[src/rtl/core/hpsv_pkg.sv]
// Shared constants for the host/port string validator.
// Character codes, port limits and register reset values; no dependencies.
`default_nettype none

package hpsv_pkg;

  localparam int unsigned CharW = 8;
  localparam int unsigned CountW = 8;
  localparam int unsigned PortW = 17;
  localparam int unsigned PortMulW = 20;

  localparam logic [CharW-1:0] LengthReset = 8'd253;
  localparam logic [CountW-1:0] CountMax = 8'd255;

  localparam logic [CharW-1:0] ChNul = 8'h00;
  localparam logic [CharW-1:0] ChDash = 8'h2D;
  localparam logic [CharW-1:0] ChDot = 8'h2E;
  localparam logic [CharW-1:0] ChUnder = 8'h5F;
  localparam logic [CharW-1:0] ChColon = 8'h3A;
  localparam logic [CharW-1:0] ChZero = 8'h30;
  localparam logic [CharW-1:0] ChNine = 8'h39;
  localparam logic [CharW-1:0] ChLowA = 8'h61;
  localparam logic [CharW-1:0] ChLowZ = 8'h7A;
  localparam logic [CharW-1:0] CaseBit = 8'h20;

  localparam logic [PortW-1:0] PortLimit = 17'd65535;
  localparam logic [PortW-1:0] PortSat = 17'd65536;

  localparam logic [1:0] TokNone = 2'd0;
  localparam logic [1:0] TokHost = 2'd1;
  localparam logic [1:0] TokPort = 2'd2;
  localparam logic [1:0] TokExtra = 2'd3;

endpackage

`default_nettype wire

[src/rtl/core/host_port_string_validator.sv]
// Host name with optional port validator, one byte per word.
// A terminating zero byte gives its result word in the cycle after acceptance.
// Throughput: one byte per cycle; a new byte is taken while a result waits only if
// the output register is being emptied in the same cycle.
// The per-byte state registers and the result register form the only pipeline stage.
// Reset (rst_n, synchronous, active low) clears all string state and sets max_length to 253.
// Depends on hpsv_pkg.
`default_nettype none

module host_port_string_validator (
  input  wire logic       clk,
  input  wire logic       rst_n,
  input  wire logic       in_valid,
  output logic            in_ready,
  input  wire logic [7:0] in_char_byte,
  output logic            out_valid,
  input  wire logic       out_ready,
  output logic            out_valid_res,
  input  wire logic       cfg_wr_en,
  input  wire logic [7:0] cfg_wr_data
);

  // Configuration register.
  logic [7:0] max_length_r;

  // Per-string state.
  logic [hpsv_pkg::CountW-1:0] char_count_r, char_count_nxt;
  logic                        letter_seen_r, letter_seen_nxt;
  logic                        last_was_dash_r, last_was_dash_nxt;
  logic                        inside_token_r, inside_token_nxt;
  logic [1:0]                  token_number_r, token_number_nxt;
  logic                        host_char_bad_r, host_char_bad_nxt;
  logic                        port_char_bad_r, port_char_bad_nxt;
  logic [hpsv_pkg::PortW-1:0]  port_value_r, port_value_nxt;

  // Result register.
  logic out_valid_r, out_valid_nxt;
  logic out_res_r, out_res_nxt;

  logic in_fire;
  logic is_term, is_colon, is_digit, is_letter, is_host_ok;
  logic [7:0] lower_c;
  logic [hpsv_pkg::PortMulW-1:0] port_mul;
  logic ok;

  // Accept whenever the result slot is free or is being drained this cycle.
  assign in_ready      = !out_valid_r || out_ready;
  assign in_fire       = in_valid && in_ready;
  assign out_valid     = out_valid_r;
  assign out_valid_res = out_res_r;

  // Byte classification; fold case so one range test covers both letter cases.
  assign lower_c   = in_char_byte | hpsv_pkg::CaseBit;
  assign is_term   = (in_char_byte == hpsv_pkg::ChNul);
  assign is_colon  = (in_char_byte == hpsv_pkg::ChColon);
  assign is_letter = (lower_c >= hpsv_pkg::ChLowA) && (lower_c <= hpsv_pkg::ChLowZ);
  assign is_digit  = (in_char_byte >= hpsv_pkg::ChZero) && (in_char_byte <= hpsv_pkg::ChNine);
  assign is_host_ok = is_letter || is_digit || (in_char_byte == hpsv_pkg::ChDot) ||
                      (in_char_byte == hpsv_pkg::ChDash) ||
                      (in_char_byte == hpsv_pkg::ChUnder);

  // Port accumulator: value*10 + digit, computed wide enough for the saturated value.
  assign port_mul = {port_value_r, 3'b000} + {2'b00, port_value_r, 1'b0} +
                    {12'd0, in_char_byte - hpsv_pkg::ChZero};

  // Verdict for a terminating byte, from the state before it.
  always_comb begin
    ok = 1'b1;
    if ((char_count_r == '0) || (char_count_r > max_length_r)) ok = 1'b0;
    if (last_was_dash_r || !letter_seen_r) ok = 1'b0;
    if ((token_number_r == hpsv_pkg::TokExtra) || host_char_bad_r) ok = 1'b0;
    if ((token_number_r == hpsv_pkg::TokPort) &&
        (port_char_bad_r || (port_value_r == '0) || (port_value_r > hpsv_pkg::PortLimit)))
      ok = 1'b0;
  end

  always_comb begin
    char_count_nxt    = char_count_r;
    letter_seen_nxt   = letter_seen_r;
    last_was_dash_nxt = last_was_dash_r;
    inside_token_nxt  = inside_token_r;
    token_number_nxt  = token_number_r;
    host_char_bad_nxt = host_char_bad_r;
    port_char_bad_nxt = port_char_bad_r;
    port_value_nxt    = port_value_r;
    out_valid_nxt     = out_valid_r && !out_ready;
    out_res_nxt       = out_res_r;

    if (in_fire) begin
      if (is_term) begin
        // Emit the verdict and clear for the next string.
        out_valid_nxt     = 1'b1;
        out_res_nxt       = ok;
        char_count_nxt    = '0;
        letter_seen_nxt   = 1'b0;
        last_was_dash_nxt = 1'b0;
        inside_token_nxt  = 1'b0;
        token_number_nxt  = hpsv_pkg::TokNone;
        host_char_bad_nxt = 1'b0;
        port_char_bad_nxt = 1'b0;
        port_value_nxt    = '0;
      end else begin
        if (char_count_r != hpsv_pkg::CountMax) char_count_nxt = char_count_r + 1'b1;
        if (is_letter) letter_seen_nxt = 1'b1;
        last_was_dash_nxt = (in_char_byte == hpsv_pkg::ChDash);

        if (is_colon) begin
          inside_token_nxt = 1'b0;
        end else begin
          // Open a new token on the first byte of the string and on the first byte after a colon run.
          inside_token_nxt = 1'b1;
          if (!inside_token_r && (token_number_r != hpsv_pkg::TokExtra))
            token_number_nxt = token_number_r + 1'b1;

          if (token_number_nxt == hpsv_pkg::TokHost) begin
            if (!is_host_ok) host_char_bad_nxt = 1'b1;
          end else if (token_number_nxt == hpsv_pkg::TokPort) begin
            if (!is_digit) begin
              port_char_bad_nxt = 1'b1;
            end else if (port_mul > {3'b000, hpsv_pkg::PortSat}) begin
              port_value_nxt = hpsv_pkg::PortSat;
            end else begin
              port_value_nxt = port_mul[hpsv_pkg::PortW-1:0];
            end
          end
        end
      end
    end
  end

  always_ff @(posedge clk) begin
    if (!rst_n) begin
      max_length_r    <= hpsv_pkg::LengthReset;
      char_count_r    <= '0;
      letter_seen_r   <= 1'b0;
      last_was_dash_r <= 1'b0;
      inside_token_r  <= 1'b0;
      token_number_r  <= hpsv_pkg::TokNone;
      host_char_bad_r <= 1'b0;
      port_char_bad_r <= 1'b0;
      port_value_r    <= '0;
      out_valid_r     <= 1'b0;
    end else begin
      if (cfg_wr_en) max_length_r <= cfg_wr_data;
      char_count_r    <= char_count_nxt;
      letter_seen_r   <= letter_seen_nxt;
      last_was_dash_r <= last_was_dash_nxt;
      inside_token_r  <= inside_token_nxt;
      token_number_r  <= token_number_nxt;
      host_char_bad_r <= host_char_bad_nxt;
      port_char_bad_r <= port_char_bad_nxt;
      port_value_r    <= port_value_nxt;
      out_valid_r     <= out_valid_nxt;
    end
  end

  // Result payload needs no reset.
  always_ff @(posedge clk) begin
    out_res_r <= out_res_nxt;
  end

`ifndef SYNTHESIS
  a_term_gives_result: assert property (@(posedge clk) disable iff (!rst_n)
    (in_fire && is_term) |=> (out_valid_r && char_count_r == '0))
    else $error("terminator did not produce a result or clear state");

  a_port_saturates: assert property (@(posedge clk) disable iff (!rst_n)
    port_value_r <= hpsv_pkg::PortSat)
    else $error("port accumulator above saturation value");

  a_empty_no_tokens: assert property (@(posedge clk) disable iff (!rst_n)
    (char_count_r == '0) |-> (token_number_r == hpsv_pkg::TokNone && !letter_seen_r))
    else $error("token or letter state set with no bytes counted");

  a_port_only_in_port_token: assert property (@(posedge clk) disable iff (!rst_n)
    (token_number_r == hpsv_pkg::TokNone || token_number_r == hpsv_pkg::TokHost) |->
      (port_value_r == '0 && !port_char_bad_r))
    else $error("port state changed before the port token");

  a_no_result_from_nonterm: assert property (@(posedge clk) disable iff (!rst_n)
    (!out_valid_r && !(in_fire && is_term)) |=> !out_valid_r)
    else $error("result appeared without a terminator");
`endif

endmodule

`default_nettype wire

[config.mk]
export PLATFORM = sky130hd
export DESIGN_NAME = host_port_string_validator
export DESIGN_NICKNAME = d
export VERILOG_FILES = /design/src/rtl/core/hpsv_pkg.sv /design/src/rtl/core/host_port_string_validator.sv
export SDC_FILE = /design/constraint.sdc
export NUM_CORES = 1
export LEC_CHECK = 0
export ABC_AREA = 0
export BUFFER_PORTS_ARGS = -buffer_cell sky130_fd_sc_hd__buf_4
export CORE_MARGIN = 2
export CORE_UTILIZATION = 31
export CTS_CLUSTER_DIAMETER = 150
export DETAILED_ROUTE_END_ITERATION = 7
export SLEW_MARGIN = 20
export SYNTH_ARGS = -nofsm -noshare
export SYNTH_HDL_FRONTEND = slang
export SYNTH_SLANG_ARGS = --single-unit
[constraint.sdc]
create_clock -name clk -period 8.3 [get_ports clk]
set_input_delay 0.415 -clock clk [delete_from_list [all_inputs] [get_ports clk]]
set_output_delay 0.415 -clock clk [all_outputs]
set_load 0.05 [all_outputs]
==> results by group, run 1 <==
Run status
  • Status: finished, final reports clean

Synthesis
  • Post-synth EDFFs: 1
  • Adder-Cell Fraction of Synth Area: 19.9%
  • Number of synthesized register bits: 42
  • Primary FF master, synth: dfxtp_1
  • Syn Nets: around 470
  • Netlist Area Pre-Place: about 3400 sq um
  • Distinct cells, synth: 65
  • Synth Area in XOR/XNOR: ~4.3%
  • Post-synthesis mux area share: less than 1%
  • Sequential share of the synthesized area: 24.8%
  • Mean post-synth cell area: 8.58 sq um
  • Async set-reset flop share out of synthesis: 0%
  • YS warnings: 0
  • Share of synthesized cell area in and, or, nand and nor gates: between 20 and 25%
  • Synth Instances: around 400
  • Largest family of logic cells by synthesized area: compound AO/OA/AOI/OAI gates
  • Synth Area in Compound Gates: 23.8%

Power and ir drop
  • Pint: ~0.32 mW
  • Switch Pwr: 0.106 mW
  • Leak: between 1.5 and 2 nW
  • Max VDD drop: 59.6 uV
  • Sequential share of power: about half
  • Clk pwr share: 37.3%
  • Pwr Density: between 100 and 150 nW/um^2
  • Combinational power share: 13.1%
  • Switch share: between 20% and 30%

Floorplanning
  • Die H: between 100 and 150 um
  • CORE AREA: around 11000 sq um
  • Initial core utilization: 31.7%
  • Boundary Pins: 24
  • Chip width: about 110 um
  • Row cnt: 38
  • Die ar.: roughly 12000 sq um

Detailed routing
  • Drt first-iter violations: between 150 and 200
  • DRC violation count after routing: 0
  • Via count: 3009
  • Antenna Nets Post-Route: 0
  • Drt pass-1 iters: 4
  • Routed wire per std cell: roughly 14 um
  • Vias per std cell: roughly 5.4
  • Detailed Route WL: 7.94 mm

Finish
  • Layout cell share with drive strength beyond 1: 11.4%
  • Fillers: 1100
  • Core Util, Final: between 30% and 40%
  • Most common cell after layout, fill and taps aside: ha_1
  • Commonest cells after routing, fill and taps aside: ha_1, dfxtp_1, nor2_1
  • Nets: 491
  • Fin cells: 560
  • Area growth syn-to-layout: 11.9%
  • Antenna fix cells: 0

Timing
  • Final setup TNS: 0 ns
  • Fin. max-slew vios: 0
  • Fmax: around 260 MHz
  • Unrepaired setup endpoints after global routing: false
  • Final period util: 46.8%
  • Max_slew headroom: around 45%
  • Final Skew: approximately 0.006 ns
  • Final min period: slightly below 4 ns
  • Tightest Pin Transition: around 0.83 ns
  • Final Hold Vio Count: 0
  • Final setup viols: 0

Place
  • DP Wirelength: 6.44 mm
  • Port buffer count: 23
  • Dpl cells: ~550
  • Placer Congestion: slightly below 0.9

Clock network
  • Clock-pin transition on the worst setup and hold timing paths: approximately 0.080 ns
  • Worst-case clock buffer depth: 2
  • Post-cts gate resize count: 0
  • Post-CTS Setup Repair Bufs: 0
  • Clk sinks: between 40 and 50
  • Clk Latency, worst-skew pair: 0.29 ns
  • # H-tree levels: 2
  • Hold_buf cts: 0
  • Clock root cell: clkbuf_8
  • CTS tree: yes
  • Inserted Clock Buffers: 5

Critical path
  • CP Capture Type: register
  • Setup CP Type: input port to register
  • Worst-path cell chain: buf_4 -> ha_1 -> xnor2_1 -> fa_1 -> ha_1 -> o211ai_2 -> o211ai_2 -> a21oi_2 -> o21a_1 -> or4_1 -> or4b_4 -> a21oi_4 -> a22o_1
  • CP max-delay cell: or4b_4
  • Crit path DAT: approximately 4.1 ns
  • CP Max Fanout: 12
  • CP required: between 8 and 9 ns
  • Slowest cell delay on critical path: ~0.52 ns
  • CP startpoint kind: input port

Global routing
  • Total grt overflow: 0
  • All-Layer GR Usage: 14.0%
  • Vias in the first global route: approximately 2900
  • Initial antenna violation count: 0
  • First-pass GRT wire length: roughly 13 mm
  • Pin count of the biggest net entering global routing: 19

Run
  • Max Cap Violations: 0

Worst hold path
  • Worst min path class: input port to register
## cells by family (layout without fill, tap and decap cells)
group           count (synthesis)  count (layout)
simple gates                  144             144
compound gates                110             110
fa+ha+maj                      51              51
flops                          42              42
buf+inv                        32              53
xor+xnor                       17              17
mux                             3               3
## sequential cells by signal, summed over array words and instances, names as in the netlist, 2 cells and up
register and cells:
token_number_r 2, max_length_r 8, port_value_r 17, char_count_r 8
## worst max-delay path: cells and delay by family
| kind | cells | cell delay [ns] |
|---|---|---|
| adder cells (fa/ha/maj) | 3 | 1.08 |
| AO/OA/AOI/OAI | 6 | 1.27 |
| buffers and inverters | 1 | 0.13 |
| XOR/XNOR | 1 | 0.19 |
| AND/OR/NAND/NOR | 2 | 1.03 |
## layout make-up
cell class	count	area, sq um	area share [%]
Multi-Input combinational cell	325	2440	63.7
Sequential cell	42	851	22.2
Tap cell	140	175	4.57
Timing Repair Buffer	23	173	4.51
Inverter	22	82.6	2.16
Clock buffer	5	68.8	1.80
Clock inverter	3	40.0	1.05
## Yosys cell counts (all sizes together), types with 8 or more instances
cell	number	area share [%]
o21ai	14	2.0
nor3	9	1.3
nand3	12	1.8
nor2	34	3.7
nor4	10	2.2
o211ai	11	2.7
dfxtp	41	24
inv	22	2.4
nand2	33	3.6
xor2	8	2.0
a21oi	25	4.4
ha	45	16
xnor2	9	2.3
a22o	13	3.3
## layer usage
metal	up-vias	wire length, um	track usage [%]
met5	-	0	0
met4	0	13	2.38
met3	2	322	2.09
met2	51	3480	22.1
met1	1423	4120	20.3
li1	1533	-	-
## path summary, 6_finish.rpt
path	startpoint	end	slack (ns)	depth (start not counted)
min	cfg_wr_data[6]	max_length_r[6]	0.34	3
min reg2reg	letter_seen_r	letter_seen_r	0.47	2
max	in_char_byte[4]	port_value_r[3]	4.42	13
max reg2reg	port_value_r[0]	port_value_r[3]	4.43	11
## power groups by stage
| stage | registers (mW) | clock network (mW) | logic, mW |
|---|---|---|---|
| final | 0.211 | 0.159 | 0.0557 |
| after global routing | 0.212 | 0.172 | 0.0631 |
| after CTS | 0.211 | 0.162 | 0.0561 |
| after detailed placement | 0.216 | 0 | 0.0557 |
| after global placement | 0.216 | 0 | 0.0539 |
| after floorplan | 0.215 | 0 | 0.0377 |
## metrics by stage
step | worst slack [ns] | total power, mW | hold slack (ns) | area (sq um)
global placement | 4.21 | 0.269 | 0.451 | 3720
global route | 4.21 | 0.447 | 0.337 | 3830
CTS | 4.43 | 0.429 | 0.329 | 3830
floorplan | 4.55 | 0.252 | 0.429 | 3420
finish | 4.42 | 0.426 | 0.336 | 3830
detailed placement | 4.12 | 0.271 | 0.453 | 3720
No activity file was read; power rests on OpenSTA's default activity.
==> inputs of run 2 (changes only) <==
==> constraint.sdc (replaced) <==
create_clock -name clk -period 3.3 [get_ports clk]
set_input_delay 0.165 -clock clk [delete_from_list [all_inputs] [get_ports clk]]
set_output_delay 0.165 -clock clk [all_outputs]
set_load 0.05 [all_outputs]
==> results by group, run 2 (synthesized netlist as in run 1, its figures left out) <==
Finish
  • Area growth syn-to-layout: 29.5%
  • Final Cell Area: 4440 sq um (+16%)
  • Max FFs per register: 17 (unchanged)
  • Nets: 556 (+13%)
  • Most common cell after layout, fill and taps aside: buf_4
  • Biggest regs: port_value_r: 17 flops, char_count_r: 8 flops, max_length_r: 8 flops
  • Layout cell share with drive strength beyond 1: 27.0% (+16 points)
  • Antenna fix cells: 0 (unchanged)
  • Commonest cells after routing, fill and taps aside: buf_4, ha_1, dfxtp_1
  • Fillers: 1081 (-1.7%)
  • Core Util, Final: 41.1% (+5.6 points)
  • Largest reg by FF count: port_value_r

Detailed routing
  • Routed wl met2: 3.94 mm (+13%)
  • M1 WL: 4.36 mm (+5.8%)
  • Detailed Route WL: 8.71 mm (+9.6%)
  • Antenna Nets Post-Route: 0 (unchanged)
  • Uppermost layer routed: met4
  • Via count: 3214 (+6.8%)
  • Routed wire per std cell: 13.9 um (-1.8%)
  • Vias per std cell: 5.14 (-4.3%)
  • Drt first-iter violations: 129 (-19%)
  • Drt pass-1 iters: 4 (unchanged)
  • DRC violation count after routing: 0 (unchanged)
  • WL met3: 345 um (+7.1%)

Global routing
  • All-Layer GR Usage: 15.4% (+1.4 points)
  • Vias in the first global route: 3029 (+5.9%)
  • First-pass GRT wire length: 14.6 mm (+8.7%)
  • Total grt overflow: 0 (unchanged)
  • Pin count of the biggest net entering global routing: 19 (unchanged)
  • Initial antenna violation count: 0 (unchanged)

Floorplanning
  • CORE AREA: 10800 sq um (unchanged)
  • Boundary Pins: 24 (unchanged)
  • Row cnt: 38 (unchanged)
  • Die H: 109 um (unchanged)
  • Initial core utilization: 31.7% (unchanged)
  • Die ar.: 11900 sq um (unchanged)
  • Chip width: 109 um (unchanged)

Worst hold path
  • Worst min path class: input port to register

Power and ir drop
  • Max VDD drop: 144 uV (+140%)
  • Pint: 0.774 mW (+140%)
  • Clk pwr share: 32.6% (-4.7 points)
  • Pwr Density: 236 nW/um^2 (+110%)
  • Switch Pwr: 0.274 mW (+160%)
  • Leak: 2.07 nW (+20%)
  • Sequential share of power: 50.6% (+1.0 points)
  • Switch share: 26.1% (+1.3 points)
  • Combinational power share: 16.7% (+3.6 points)

Run
  • Max Cap Violations: 0 (unchanged)

Timing
  • Max_slew headroom: 29.0% (-16 points)
  • Fmax: 283 MHz
  • Final Hold Vio Count: 0 (unchanged)
  • Final Skew: 0.00527 ns (-0.000767 ns)
  • Unrepaired setup endpoints after global routing: true
  • Fin. max-slew vios: 0 (unchanged)
  • Final min period: roughly 3.5 ns
  • Tightest Pin Transition: 1.04 ns (+0.212 ns)
  • Final period util: 107%
  • Final setup viols: 15 (+15)
  • Final setup margin: -0.229 ns (-4.65 ns)

Critical path
  • CP Capture Type: register
  • CP startpoint kind: register
  • CP Max Fanout: 12 (unchanged)
  • Setup CP Type: register to register
  • CP required: 3.54 ns (-4.99 ns)
  • Crit path DAT: 3.77 ns (-0.34 ns)

Run status
  • Violated checks: setup timing
  • Status: complete, but fails checks

Clock network
  • Clk sinks: 42 (unchanged)
  • CTS tree: yes
  • Clk Latency, worst-skew pair: 0.30 ns (about the same)
  • # H-tree levels: 2 (unchanged)
  • Inserted Clock Buffers: 5 (unchanged)
  • Clock root cell: clkbuf_8
  • Clock-pin transition on the worst setup and hold timing paths: 0.08 ns (about the same)
  • Worst-case clock buffer depth: 2 (unchanged)
  • Hold_buf cts: 0 (unchanged)

Place
  • DP Wirelength: 7.09 mm (+10%)
  • Placer Congestion: 0.807 (-7.1%)
  • Post-Place Cell Area: 4280 sq um (+15%)
  • Port buffer count: 23 (unchanged)
run 2: per-layer routing:
metal / track usage [%] / up-vias
met2: 25.6 / 71
met4: 2.75 / 0
met3: 2.03 / 5
met1: 21.3 / 1478
met5: 0 / -
li1: - / 1660
run 2: timing repair:
action,4_1_cts,5_1_grt
endpoints found under the setup margin,15,15
endpoints found under the hold margin,0,0
resized for setup,8,5
buffers inserted,2,0
pin swaps,5,1
run 2: worst max-delay path: stages (launching register included):
cell and delay [ns]:
dfxtp_2 0.34, fa_1 0.56, inv_1 0.06, fa_2 0.35
nand2b_4 0.16, a211oi_4 0.28, o311a_1 0.19, nor4_1 0.07
or4_1 0.47, or4b_4 0.55, a21oi_4 0.16, buf_12 0.14
a22o_1 0.13
run 2: path summary, 6_finish.rpt:
| check | cells after the start | slack (ns) | from | to |
|---|---|---|---|---|
| setup / recovery | 12 | -0.23 | port_value_r[0] | port_value_r[4] |
| hold / removal | 3 | 0.09 | cfg_wr_data[7] | max_length_r[7] |
| setup reg to reg | 12 | -0.23 | port_value_r[0] | port_value_r[4] |
| hold reg to reg | 2 | 0.48 | host_char_bad_r | host_char_bad_r |
run 2: area by class of cell:
type	count	area (sq um)	area share [%]
repair buffers	88	673	15.2
multi-input cells	325	2560	57.6
well taps	140	175	3.95
flip-flops and latches	42	857	19.3
inverters	22	82.6	1.86
clock inverters	1	5.00	0.113
clock buffers	7	86.3	1.95
run 2: stage by stage:
stage	hold WS (ns)	setup WS, ns	power, mW	TNS [ns]	cells
floorplan	0.291	-0.105	0.645	-1.07	399
global placement	0.381	-0.324	0.707	-4.62	615
detailed placement	0.390	-0.389	0.712	-5.39	615
CTS	0.0780	-0.221	1.06	-2.77	625
global route	0.0901	-0.343	1.11	-4.52	625
finish	0.0866	-0.229	1.05	-2.76	625
run 2: power by group through the flow:
stage	clock, mW	sequential (mW)	combinational, mW
after floorplan	0	0.540	0.105
after global placement	0	0.542	0.165
after detailed placement	0	0.543	0.169
after CTS	0.352	0.531	0.176
after global routing	0.377	0.533	0.196
final	0.342	0.531	0.175
